[config.mk]
export PLATFORM = sky130hd
export DESIGN_NAME = jtag_scan_shift_engine_core
export DESIGN_NICKNAME = d
export VERILOG_FILES = /design/src/sv/jsse_pkg.sv /design/src/sv/jsse_seq.sv /design/src/sv/jsse_dpath.sv /design/src/sv/jtag_scan_shift_engine_core.sv
export SDC_FILE = /design/constraint.sdc
export NUM_CORES = 1
export LEC_CHECK = 0
export BUFFER_PORTS_ARGS = -buffer_cell sky130_fd_sc_hd__buf_2
export CAP_MARGIN = 20
export CORE_UTILIZATION = 60
export DETAILED_ROUTE_END_ITERATION = 12
export GPL_TIMING_DRIVEN = 0
export PLACE_DENSITY = 0.82
export SKIP_LAST_GASP = 1
export SYNTH_ARGS = -nofsm -noshare
export SYNTH_HDL_FRONTEND = slang
export SYNTH_SLANG_ARGS = --single-unit
[constraint.sdc]
create_clock -name clk -period 10.6 [get_ports clk]
set_clock_uncertainty 0.1 [all_clocks]
set_input_delay 1.06 -clock clk [delete_from_list [all_inputs] [get_ports clk]]
set_output_delay 1.06 -clock clk [all_outputs]
set_load 0.01 [all_outputs]
[src/sv/jsse_pkg.sv]
// jsse_pkg: payload types, microcode word, mode codes and the microcode ROM
// of the JTAG scan shift engine. No dependencies.
package jsse_pkg;

  typedef enum logic [1:0] {
    MODE_TMS   = 2'd0,
    MODE_SHIFT = 2'd1,
    MODE_PROG  = 2'd2,
    MODE_NONE  = 2'd3
  } mode_e;

  typedef enum logic {
    OP_WALK  = 1'b0,
    OP_SHIFT = 1'b1
  } op_e;

  typedef enum logic [1:0] {
    SRC_VALUE = 2'd0,
    SRC_CONST = 2'd1,
    SRC_INSTR = 2'd2,
    SRC_DR    = 2'd3
  } src_e;

  typedef enum logic [1:0] {
    CAP_NONE  = 2'd0,
    CAP_RAW   = 2'd1,
    CAP_REPLY = 2'd2
  } cap_e;

  localparam int unsigned MAX_PULSES = 32;
  localparam logic [5:0]  PATH_TO_IR     = 6'h0D;
  localparam logic [5:0]  PATH_TO_IR_LEN = 6'd6;
  localparam logic [5:0]  PATH_TO_DR     = 6'h03;
  localparam logic [5:0]  PATH_TO_DR_LEN = 6'd4;
  localparam logic [5:0]  IR_LEN         = 6'd4;
  localparam logic [5:0]  DR_LEN         = 6'd15;
  localparam int unsigned REPLY_BITS     = 15;
  localparam logic [3:0]  INSTR_RESET    = 4'h5;

  localparam logic [2:0]  PC_TMS   = 3'd0;
  localparam logic [2:0]  PC_SHIFT = 3'd1;
  localparam logic [2:0]  PC_PROG  = 3'd2;

  typedef struct packed {
    logic [1:0]  mode;
    logic [31:0] value;
    logic [5:0]  count;
    logic [31:0] tdo_bits;
  } jsse_in_t;

  typedef struct packed {
    logic        tms;
    logic        tdi;
    logic        last;
    logic [31:0] captured;
  } jsse_out_t;

  // one microinstruction: repeats for len pulses (or the command count)
  typedef struct packed {
    op_e        op;
    src_e       src;
    logic       len_cnt;
    logic [5:0] len;
    logic [5:0] path;
    logic       endp;
    cap_e       cap;
  } ucode_t;

  // per-pulse control from sequencer to datapath
  typedef struct packed {
    op_e        op;
    src_e       src;
    logic [5:0] path;
    logic [4:0] bit_idx;
    logic       first;
    logic       last_bit;
    logic       last;
    cap_e       cap;
  } pulse_ctrl_t;

  function automatic logic [2:0] ucode_entry(input logic [1:0] mode);
    logic [2:0] pc;
    case (mode)
      MODE_TMS:   pc = PC_TMS;
      MODE_SHIFT: pc = PC_SHIFT;
      default:    pc = PC_PROG;
    endcase
    return pc;
  endfunction

  function automatic ucode_t ucode_rom(input logic [2:0] addr);
    ucode_t w;
    case (addr)
      3'd0: w = '{OP_WALK,  SRC_VALUE, 1'b1, 6'd0,           6'd0,       1'b1, CAP_NONE};
      3'd1: w = '{OP_SHIFT, SRC_VALUE, 1'b1, 6'd0,           6'd0,       1'b1, CAP_RAW};
      3'd2: w = '{OP_WALK,  SRC_CONST, 1'b0, PATH_TO_IR_LEN, PATH_TO_IR, 1'b0, CAP_NONE};
      3'd3: w = '{OP_SHIFT, SRC_INSTR, 1'b0, IR_LEN,         6'd0,       1'b0, CAP_NONE};
      3'd4: w = '{OP_WALK,  SRC_CONST, 1'b0, PATH_TO_DR_LEN, PATH_TO_DR, 1'b0, CAP_NONE};
      3'd5: w = '{OP_SHIFT, SRC_DR,    1'b0, DR_LEN,         6'd0,       1'b1, CAP_REPLY};
      default: w = '{OP_WALK, SRC_CONST, 1'b0, 6'd1,         6'd0,       1'b1, CAP_NONE};
    endcase
    return w;
  endfunction

endpackage

[src/sv/jsse_seq.sv]
// jsse_seq: microcode sequencer - program counter, per-instruction bit
// counter and run state. Depends on jsse_pkg (ucode_rom, ucode_entry).
module jsse_seq
  import jsse_pkg::*;
(
  input  logic        clk,
  input  logic        rst_n,
  input  logic        start,
  input  logic [1:0]  mode,
  input  logic [5:0]  count,
  input  logic        advance,
  output logic        busy,
  output pulse_ctrl_t ctrl
);

  typedef enum logic [1:0] {
    ST_IDLE = 2'b01,
    ST_RUN  = 2'b10
  } state_e;

  state_e     state_r, state_nxt;
  logic [2:0] pc_r, pc_nxt;
  logic [4:0] bit_r, bit_nxt;
  logic [5:0] count_r, count_nxt;
  ucode_t     uw;
  logic [5:0] len;
  logic       last_bit;

  assign uw       = ucode_rom(pc_r);
  assign len      = uw.len_cnt ? count_r : uw.len;
  assign last_bit = ({1'b0, bit_r} == len - 6'd1);
  assign busy     = (state_r == ST_RUN);

  always_comb begin
    ctrl.op       = uw.op;
    ctrl.src      = uw.src;
    ctrl.path     = uw.path;
    ctrl.bit_idx  = bit_r;
    ctrl.first    = (bit_r == 5'd0);
    ctrl.last_bit = last_bit;
    ctrl.last     = uw.endp & last_bit;
    ctrl.cap      = uw.cap;
  end

  always_comb begin
    state_nxt = state_r;
    pc_nxt    = pc_r;
    bit_nxt   = bit_r;
    count_nxt = count_r;
    case (state_r)
      ST_IDLE: begin
        if (start) begin
          state_nxt = ST_RUN;
          pc_nxt    = ucode_entry(mode);
          bit_nxt   = 5'd0;
          // saturate to the pulse limit
          count_nxt = (count > 6'(MAX_PULSES)) ? 6'(MAX_PULSES) : count;
        end
      end
      ST_RUN: begin
        if (advance) begin
          if (last_bit) begin
            bit_nxt = 5'd0;
            if (uw.endp) begin
              state_nxt = ST_IDLE;
            end else begin
              pc_nxt = pc_r + 3'd1;
            end
          end else begin
            bit_nxt = bit_r + 5'd1;
          end
        end
      end
      default: state_nxt = ST_IDLE;
    endcase
  end

  always_ff @(posedge clk) begin
    if (!rst_n) begin
      state_r <= ST_IDLE;
      pc_r    <= PC_TMS;
      bit_r   <= 5'd0;
      count_r <= 6'd0;
    end else begin
      state_r <= state_nxt;
      pc_r    <= pc_nxt;
      bit_r   <= bit_nxt;
      count_r <= count_nxt;
    end
  end

endmodule

[src/sv/jsse_dpath.sv]
// jsse_dpath: scan datapath - command operands, TDI level, TDO sample and
// capture shift registers, per-pulse TMS/TDI/captured. Depends on jsse_pkg.
module jsse_dpath
  import jsse_pkg::*;
#(
  parameter int unsigned SHIFT_WIDTH = 32
) (
  input  logic        clk,
  input  logic        rst_n,
  input  logic        load,
  input  jsse_in_t    item,
  input  logic        cfg_wr_en,
  input  logic [3:0]  cfg_wr_data,
  input  logic        advance,
  input  pulse_ctrl_t ctrl,
  output jsse_out_t   pulse
);

  localparam logic [SHIFT_WIDTH-1:0] TOP_BIT = {1'b1, {(SHIFT_WIDTH-1){1'b0}}};

  logic [31:0]            value_r;
  logic [31:0]            tdo_r, tdo_nxt;
  logic [3:0]             instr_r;
  logic                   tdi_lvl_r, tdi_lvl_nxt;
  logic [SHIFT_WIDTH-1:0] cap_r, cap_base, cap_nxt;
  logic [31:0]            src_word;
  logic                   src_bit;
  logic [63:0]            cap_ext;
  logic                   shift_now;

  always_comb begin
    case (ctrl.src)
      SRC_VALUE: src_word = value_r;
      SRC_CONST: src_word = 32'(ctrl.path);
      SRC_INSTR: src_word = 32'(instr_r);
      SRC_DR:    src_word = 32'(value_r[REPLY_BITS-1:0]);
      default:   src_word = 32'd0;
    endcase
  end

  assign src_bit   = src_word[ctrl.bit_idx];
  assign shift_now = advance && (ctrl.op == OP_SHIFT);

  // capture starts from zero at each shift instruction; sample enters the top
  assign cap_base = ctrl.first ? '0 : cap_r;
  assign cap_nxt  = (tdo_r[0] ? (cap_base | TOP_BIT) : cap_base) >> 1;
  assign cap_ext  = 64'(cap_nxt);

  assign tdo_nxt     = load ? item.tdo_bits : (shift_now ? (tdo_r >> 1) : tdo_r);
  assign tdi_lvl_nxt = shift_now ? src_bit : tdi_lvl_r;

  always_comb begin
    pulse.last = ctrl.last;
    if (ctrl.op == OP_SHIFT) begin
      pulse.tms = ctrl.last_bit;
      pulse.tdi = src_bit;
    end else begin
      pulse.tms = src_bit;
      pulse.tdi = tdi_lvl_r;
    end
    pulse.captured = 32'd0;
    if (ctrl.last) begin
      case (ctrl.cap)
        CAP_RAW:   pulse.captured = cap_ext[31:0];
        CAP_REPLY: pulse.captured = 32'(cap_nxt[SHIFT_WIDTH-2 -: REPLY_BITS]);
        default:   pulse.captured = 32'd0;
      endcase
    end
  end

  always_ff @(posedge clk) begin
    if (!rst_n) begin
      instr_r   <= INSTR_RESET;
      tdi_lvl_r <= 1'b1;
    end else begin
      if (cfg_wr_en) begin
        instr_r <= cfg_wr_data;
      end
      tdi_lvl_r <= tdi_lvl_nxt;
    end
  end

  always_ff @(posedge clk) begin
    if (load) begin
      value_r <= item.value;
    end
    tdo_r <= tdo_nxt;
    if (shift_now) begin
      cap_r <= cap_nxt;
    end
  end

endmodule

[src/sv/jtag_scan_shift_engine_core.sv]
// jtag_scan_shift_engine_core: top level of the JTAG master scan engine.
// Depends on jsse_pkg, jsse_seq and jsse_dpath.
//
//   channel  dir  handshake              payload
//   in_      in   in_valid / in_ready    jsse_in_t  (mode, value, count, tdo_bits)
//   out_     out  out_valid / out_ready  jsse_out_t (tms, tdi, last, captured)
//   cfg_     in   cfg_wr_en              cfg_wr_data (program_instruction)
//
// One TCK pulse result per clock while out_ready holds: count pulses for
// modes 0 and 1 (1..32), 29 for a programming command, once the command is
// accepted. The microcode sequencer steps one pulse per cycle and stalls on a
// full output register. A new command is taken as soon as the last pulse of
// the previous one is in the output register. Zero-count and mode 3 commands
// are accepted and produce nothing. Reset is synchronous, active low.
module jtag_scan_shift_engine_core
  import jsse_pkg::*;
#(
  parameter int unsigned SHIFT_WIDTH = 32
) (
  input  logic       clk,
  input  logic       rst_n,
  input  logic       in_valid,
  output logic       in_ready,
  input  jsse_in_t   in_data,
  output logic       out_valid,
  input  logic       out_ready,
  output jsse_out_t  out_data,
  input  logic       cfg_wr_en,
  input  logic [3:0] cfg_wr_data
);

  logic        busy;
  logic        in_xfer;
  logic        cmd_ok;
  logic        start;
  logic        advance;
  pulse_ctrl_t ctrl;
  jsse_out_t   pulse;
  logic        out_valid_r, out_valid_nxt;
  jsse_out_t   out_data_r;

  assign in_ready = !busy;
  assign in_xfer  = in_valid && in_ready;
  assign cmd_ok   = (in_data.mode == MODE_PROG) ||
                    (((in_data.mode == MODE_TMS) || (in_data.mode == MODE_SHIFT)) &&
                     (in_data.count != 6'd0));
  assign start    = in_xfer && cmd_ok;
  assign advance  = busy && (!out_valid_r || out_ready);

  jsse_seq u_seq (
    .clk     (clk),
    .rst_n   (rst_n),
    .start   (start),
    .mode    (in_data.mode),
    .count   (in_data.count),
    .advance (advance),
    .busy    (busy),
    .ctrl    (ctrl)
  );

  jsse_dpath #(
    .SHIFT_WIDTH (SHIFT_WIDTH)
  ) u_dpath (
    .clk         (clk),
    .rst_n       (rst_n),
    .load        (in_xfer),
    .item        (in_data),
    .cfg_wr_en   (cfg_wr_en),
    .cfg_wr_data (cfg_wr_data),
    .advance     (advance),
    .ctrl        (ctrl),
    .pulse       (pulse)
  );

  always_comb begin
    out_valid_nxt = out_valid_r;
    if (advance) begin
      out_valid_nxt = 1'b1;
    end else if (out_ready) begin
      out_valid_nxt = 1'b0;
    end
  end

  always_ff @(posedge clk) begin
    if (!rst_n) begin
      out_valid_r <= 1'b0;
    end else begin
      out_valid_r <= out_valid_nxt;
    end
  end

  always_ff @(posedge clk) begin
    if (advance) begin
      out_data_r <= pulse;
    end
  end

  assign out_valid = out_valid_r;
  assign out_data  = out_data_r;

`ifndef SYNTHESIS
  a_prog_starts: assert property (@(posedge clk) disable iff (!rst_n)
    (in_xfer && (in_data.mode == MODE_PROG)) |=> busy)
    else $error("programming command did not start the sequencer");

  a_last_ends: assert property (@(posedge clk) disable iff (!rst_n)
    (advance && pulse.last) |=> !busy)
    else $error("sequencer still busy after the last pulse");

  a_mid_runs: assert property (@(posedge clk) disable iff (!rst_n)
    (advance && !pulse.last) |=> busy)
    else $error("sequencer stopped before the last pulse");

  a_cap_last: assert property (@(posedge clk) disable iff (!rst_n)
    (out_valid_r && !out_data_r.last) |-> (out_data_r.captured == 32'd0))
    else $error("captured word nonzero on a middle pulse");
`endif

endmodule
======== Word level (Yosys, flattened, before mapping) ========
Cells that the tools add are included.
word-level totals
  register bits after elaboration ......... 152
  input port bits ......................... 81
  output and inout port bits .............. 37
  word-level logic and storage cells ...... 91
cells by class
  add/sub/neg operators ................... 3
  magnitude comparators ................... 2
  equal/unequal tests ..................... 20
  multiplexer cells ....................... 29
  bitwise logic cells ..................... 1
  reductions and logical operators ........ 22
operators by type and width
  cell                                                    count
  one-hot mux 32 bit (4 select lines)                     1
  one-hot mux 19 bit (6 select lines)                     1
  2-to-1 mux 32 bit                                       3
  one-hot mux 31 bit (2 select lines)                     1
  2-to-1 mux 31 bit                                       1
  2-to-1 mux 5 bit                                        3
  2-to-1 mux 3 bit                                        4
  2-to-1 mux 6 bit                                        2
  == test 2 bit (second input constant)                   5
  2-to-1 mux 2 bit                                        5
  one-hot mux 5 bit (2 select lines)                      1
  == test 2 x 1 -> 1 bit (second input constant)          4
  one-hot mux 2 bit (2 select lines)                      2
  == test 3 x 2 -> 1 bit (second input constant)          2
  == test 3 bit (second input constant)                   2
  == test 5 x 6 -> 1 bit                                  1
  greater-than comparator 6 bit (second input constant)   1
  < comparator 5 x 6 -> 1 bit (second input constant)     1
  inequality test 2 x 1 -> 1 bit (second input constant)  3
  one-hot mux 3 bit (2 select lines)                      1
  nonzero test 2 bit                                      3
  nonzero test 6 bit                                      1
  subtractor 6 x 1 -> 6 bit (second input constant)       1
  adder 5 x 1 -> 5 bit (second input constant)            1
  other kinds (16)                                        27

======== Logic depth before layout (Yosys ltp) ========
  word-level depth ........................ 8
  mapped depth ............................ 16
  mapped depth without buffers ............ 12

======== Cells and area by module ========
From an unflattened synthesis, not the netlist that was laid out.
second synthesis, totals
  cells, all modules ...................... 498
  area total of the unflattened synthesis .. 6937.9 µm²
by module, submodules not included
  module                       instances  cells an instance  area each (µm²)  seq. area each (µm²)
  jsse_dpath                   1          292                4478.0           2922.8
  jsse_seq                     1          161                1331.3           320.3
  jtag_scan_shift_engine_core  1          45                 1128.6           1071.0

======== Worst setup path before layout ========
No wires, ideal clock.
  path type ............................... register to register
  start ................................... reg u_seq.pc_r[2]
  end ..................................... reg u_dpath.tdo_r[0], enable pin
  setup time .............................. 375 ps
  arrival ................................. 3661 ps
  data required time ...................... 10125 ps
  path slack .............................. 6465 ps
  cell stages (with the launch flop) ...... 10
  buffers on the path ..................... 4
  clock period less this slack ............ 4135 ps
  path through ............................ dfxtp_1 -> buf_2 -> buf_1 -> inv_1 -> buf_1 -> ha_1 -> clkbuf_1 -> or2_2 -> and3_1 -> or2_2
on the way
  word-level cells in the longest chain between the ends .. 4
  elaborated cells on any way between the ends .. 9
  classes of those cells .................. 5 x eq/ne; 1 x mux; 3 x reduce/logical
ends and longest elaborated chain
  item                                     line              RTL
  from (decl)                              jsse_seq.sv:22    logic [2:0] pc_r, pc_nxt;
  from (signal assigned)                   jsse_seq.sv:86    pc_r <= pc_nxt;
  == test 3 bit (tied with other cells)    jsse_pkg.sv:93    case (addr)
  one-hot mux 19 bit (6 select lines) (*)  jsse_pkg.sv:93
  logical AND 1 bit (*)                    jsse_dpath.sv:42  assign shift_now = advance && (ctrl.op == OP_SHIFT);
  net u_dpath.shift_now                    jsse_dpath.sv:29  logic shift_now;
  nonzero test 2 bit (no source line) (*)  --
  to (signal assigned)                     jsse_dpath.sv:87  tdo_r <= tdo_nxt;
  to (decl)                                jsse_dpath.sv:22  logic [31:0] tdo_r, tdo_nxt;
The timed path passes the listed nets; every way through them passes the cells marked *.
A chain may end at the register's enable or synchronous reset.

======== Worst setup path after layout ========
  start ................................... reg u_seq.pc_r[2]
  end ..................................... reg out_data_r, in the netlist out_data[0] (data pin)
on the way
  word-level cells in the longest chain between the ends .. 6
  elaborated cells on any way between the ends .. 14
  classes of those cells .................. 1 x add/sub; 8 x eq/ne; 3 x mux; 1 x bitwise; 1 x reduce/logical
ends and longest elaborated chain
  item                                     line                               RTL
  == test 3 bit (tied with other cells)    jsse_pkg.sv:93
  one-hot mux 19 bit (6 select lines) (*)  jsse_pkg.sv:93
  2-to-1 mux 6 bit                         jsse_seq.sv:30                     assign len = uw.len_cnt ? count_r : uw.len;
  subtractor 6 x 1 -> 6 bit                jsse_seq.sv:31                     assign last_bit = ({1'b0, bit_r} == len - 6'd1);
  == test 5 x 6 -> 1 bit                   jsse_seq.sv:31
  AND 1 bit                                jsse_seq.sv:41                     ctrl.last = uw.endp & last_bit;
  to (signal assigned)                     jtag_scan_shift_engine_core.sv:94  out_data_r <= pulse;
  to (decl)                                jtag_scan_shift_engine_core.sv:40  jsse_out_t out_data_r;
Mark *: on every way between the ends. The rest lies on a longest branch, timed or not.

==> metrics.txt <==
CTS Sinks=150; first-pass GRT wire length=23.54 mm; CP startpoint=u_seq.pc_r[2]; DR vias=4826; Arr. time, crit path=5.01 ns; Reg-to-Reg Start=u_seq.pc_r[2]; ANT cells=0; TNS Setup=0 ns; DR WL met3=1.203 mm; Starting Density=62.31%; EDFF count, synth=128; met2 wire len=7.398 mm; final worst-path cycle share=46.01%; # setup viols final=0; Top FF cell, synth=edfxtp_1; pre-CTS setup slack=5.742 ns; CTS tree=built; syn_area_per_cell=13.34 um2; Design Area, Final=8238 um2; Synth area leader=edfxtp_1; maximum number of pins on one net before global-route repair=42; H-tree level count=4; post-synthesis mux area share=10.62%; Hold Vio Cnt, Final=0; Seq. cell area=4284 um2; Layout area overhead=20.37%; TritonRoute pass-1 iters=6; adder-cell share of the synthesized area=2.011%; RSZ-0062 raised after global routing=no; synthesized area=6844 um2; initial antenna violation count=0; GRT overflow=0; fillers=711; Synth top area share=56.16%; layout cells sized above 1=32.33%; net count reported at finish=741; DPL Wire Length=10.40 mm; Die X=108.8 um; syn nets=605; Worst Setup End Kind=register; clk root buf=clkbuf_16; Hold Startpoint=u_seq.count_r[5]; Total Power=1767 uW; post-synthesis cell type count=66; Routed WL per cell=18.77 um; Max-cap violations=0; XOR/XNOR Fraction of Synth Area=0.5119%; Clk pin slew, worst setup/hold paths=0.06 ns; FF+latch count, synth=150; # DRC=0; final count of pins violating max slew=0; vias in the first global route=4776; Die Area=11840 um2; fmax=205.0 MHz; Startpoint Class=register; Power Density=214.5 nW/um2; Clock Path Buffers=2; Slew @ Worst Pin=0.9106 ns; DIE HEIGHT=108.8 um; IO Pins=118; register area share after synthesis=62.60%; top sig layer=met4; critical path class=register to register; Yosys warnings=0; GRT Util Overall=27.63%; status=completed; Worst slew margin=39.30%; required time of the critical path=10.73 ns; row count=38; cts hold-fix bufs=0; Post-DP Area=7651 um2; post-cts repair resize count=0; Core Region=10980 um2; M1 WL=6.072 mm; simple logic cell fraction of the synthesized area=11.63%; Max IR drop VDD=0.0001647 V; largest family of logic cells by synthesized area=simple AND/OR/NAND/NOR gates; Leakage=0.003153 uW; total wire length=15.05 mm; Hold WC Path Type=register to register; post-layout util=75.01%; # port buffers=115; ranking of synthesized cells by area=edfxtp_1 56%, dfxtp_1 6.4%, mux2_2 5.1%; complex-gate fraction of the synthesized area=8.757%; Num CTS Buffers=17; Routability Congestion=0.8489; post-detailed-route count of antenna-violating nets=0; share of flip-flops with an asynchronous set or reset=0%; Final Critical Period=4.877 ns; area occupied by multi-input gates=2298 um2; Cells after Synth=513; clk_lat worst skew=0.44 ns; Iter 0 DRT Violations=392; CP Max Fanout=10; Vias/cell=6.017; post-route worst setup slack=5.723 ns; postcts setup bufs=0
[synth_stat cells, types with 8 or more instances]
cell type and instances:
edfxtp_1 128, dfxtp_1 22, mux2i_1 22, mux2_2 31, clkbuf_1 16, o21ai_0 11
ha_1 11, nor2_1 42, nand2_1 31, a21oi_1 14, inv_1 30, nand4_1 8
and2_1 19
[critical path, cell delays in order, from the launching register on]
cell	delay [ns]
dfxtp_1	0.33
buf_2	0.19
buf_1	0.36
inv_1	0.34
buf_1	0.62
ha_1	0.47
o21bai_1	0.13
a22o_1	0.26
a21oi_1	0.18
ha_1	0.22
inv_1	0.09
nor3b_2	0.21
o211ai_2	0.15
a211oi_4	0.44
nand3_2	0.24
nor3b_1	0.35
[path summary, 6_finish.rpt]
path              slack, ns  cells past startpoint               end
hold / removal         0.36                      2  u_seq.count_r[5]
hold reg to reg        0.36                      2  u_seq.count_r[5]
setup / recovery       5.72                     15       out_data[0]
setup reg to reg       5.72                     15       out_data[0]
[registers in the layout, summed over array words and instances, names as in the netlist, 3 cells and up]
name and flops:
out_data 34, u_dpath.cap_r 30, u_dpath.instr_r 4, u_dpath.tdo_r 32
u_dpath.value_r 32, u_seq.bit_r 5, u_seq.count_r 6, u_seq.pc_r 3
[report_power, final]
| group | leakage (uW) | total (uW) | switching [uW] | internal, uW |
|---|---|---|---|---|
| clock network | 0.000291 | 604 | 237 | 367 |
| registers | 0.00140 | 734 | 22.0 | 712 |
| logic | 0.00146 | 428 | 268 | 160 |
| total | 0.00315 | 1770 | 528 | 1240 |
[metrics by stage]
stage          hold WS, ns  instances
6_report            0.3603        802
5_1_grt             0.3964        802
4_1_cts             0.3638        802
3_5_place_dp        0.3572        770
3_3_place_gp        0.3481        768
2_1_floorplan       0.3362        513
[layer usage]
layer  track usage [%]  vias to the layer above
li1                  -                     2193
met1             34.25                     2338
met2             44.08                      249
met3             8.129                       46
met4             14.19                        0
met5                 0                        -
[cell usage in the layout (no fill, tap or decap), drive strengths merged, types with 9 or more instances in the layout]
master,n
a21oi,15
and2,19
buf,132
clkbuf,34
clkinv,9
dfxtp,22
edfxtp,128
ha,11
inv,31
mux2,31
mux2i,22
nand2,31
nand4,9
nor2,42
o21ai,11
[cell families after synthesis]
logic type | after synthesis
XOR/XNOR | 4
flip-flops | 150
buffers and inverters | 61
AND/OR/NAND/NOR | 151
multiplexers | 60
adder cells (fa/ha/maj) | 11
other | 1
AO/OA/AOI/OAI | 75
[area by class of cell]
cell class | instances | share of cell area, %
Buffer | 31 | 1.823
Clock buffer | 18 | 5.210
Clock inverter | 14 | 1.914
Inverter | 30 | 1.367
Multi-Input combinational cell | 302 | 27.90
Sequential cell | 150 | 52.00
Tap cell | 140 | 2.126
Timing Repair Buffer | 117 | 7.655
Note: power is estimated with default switching activity, not from simulation.
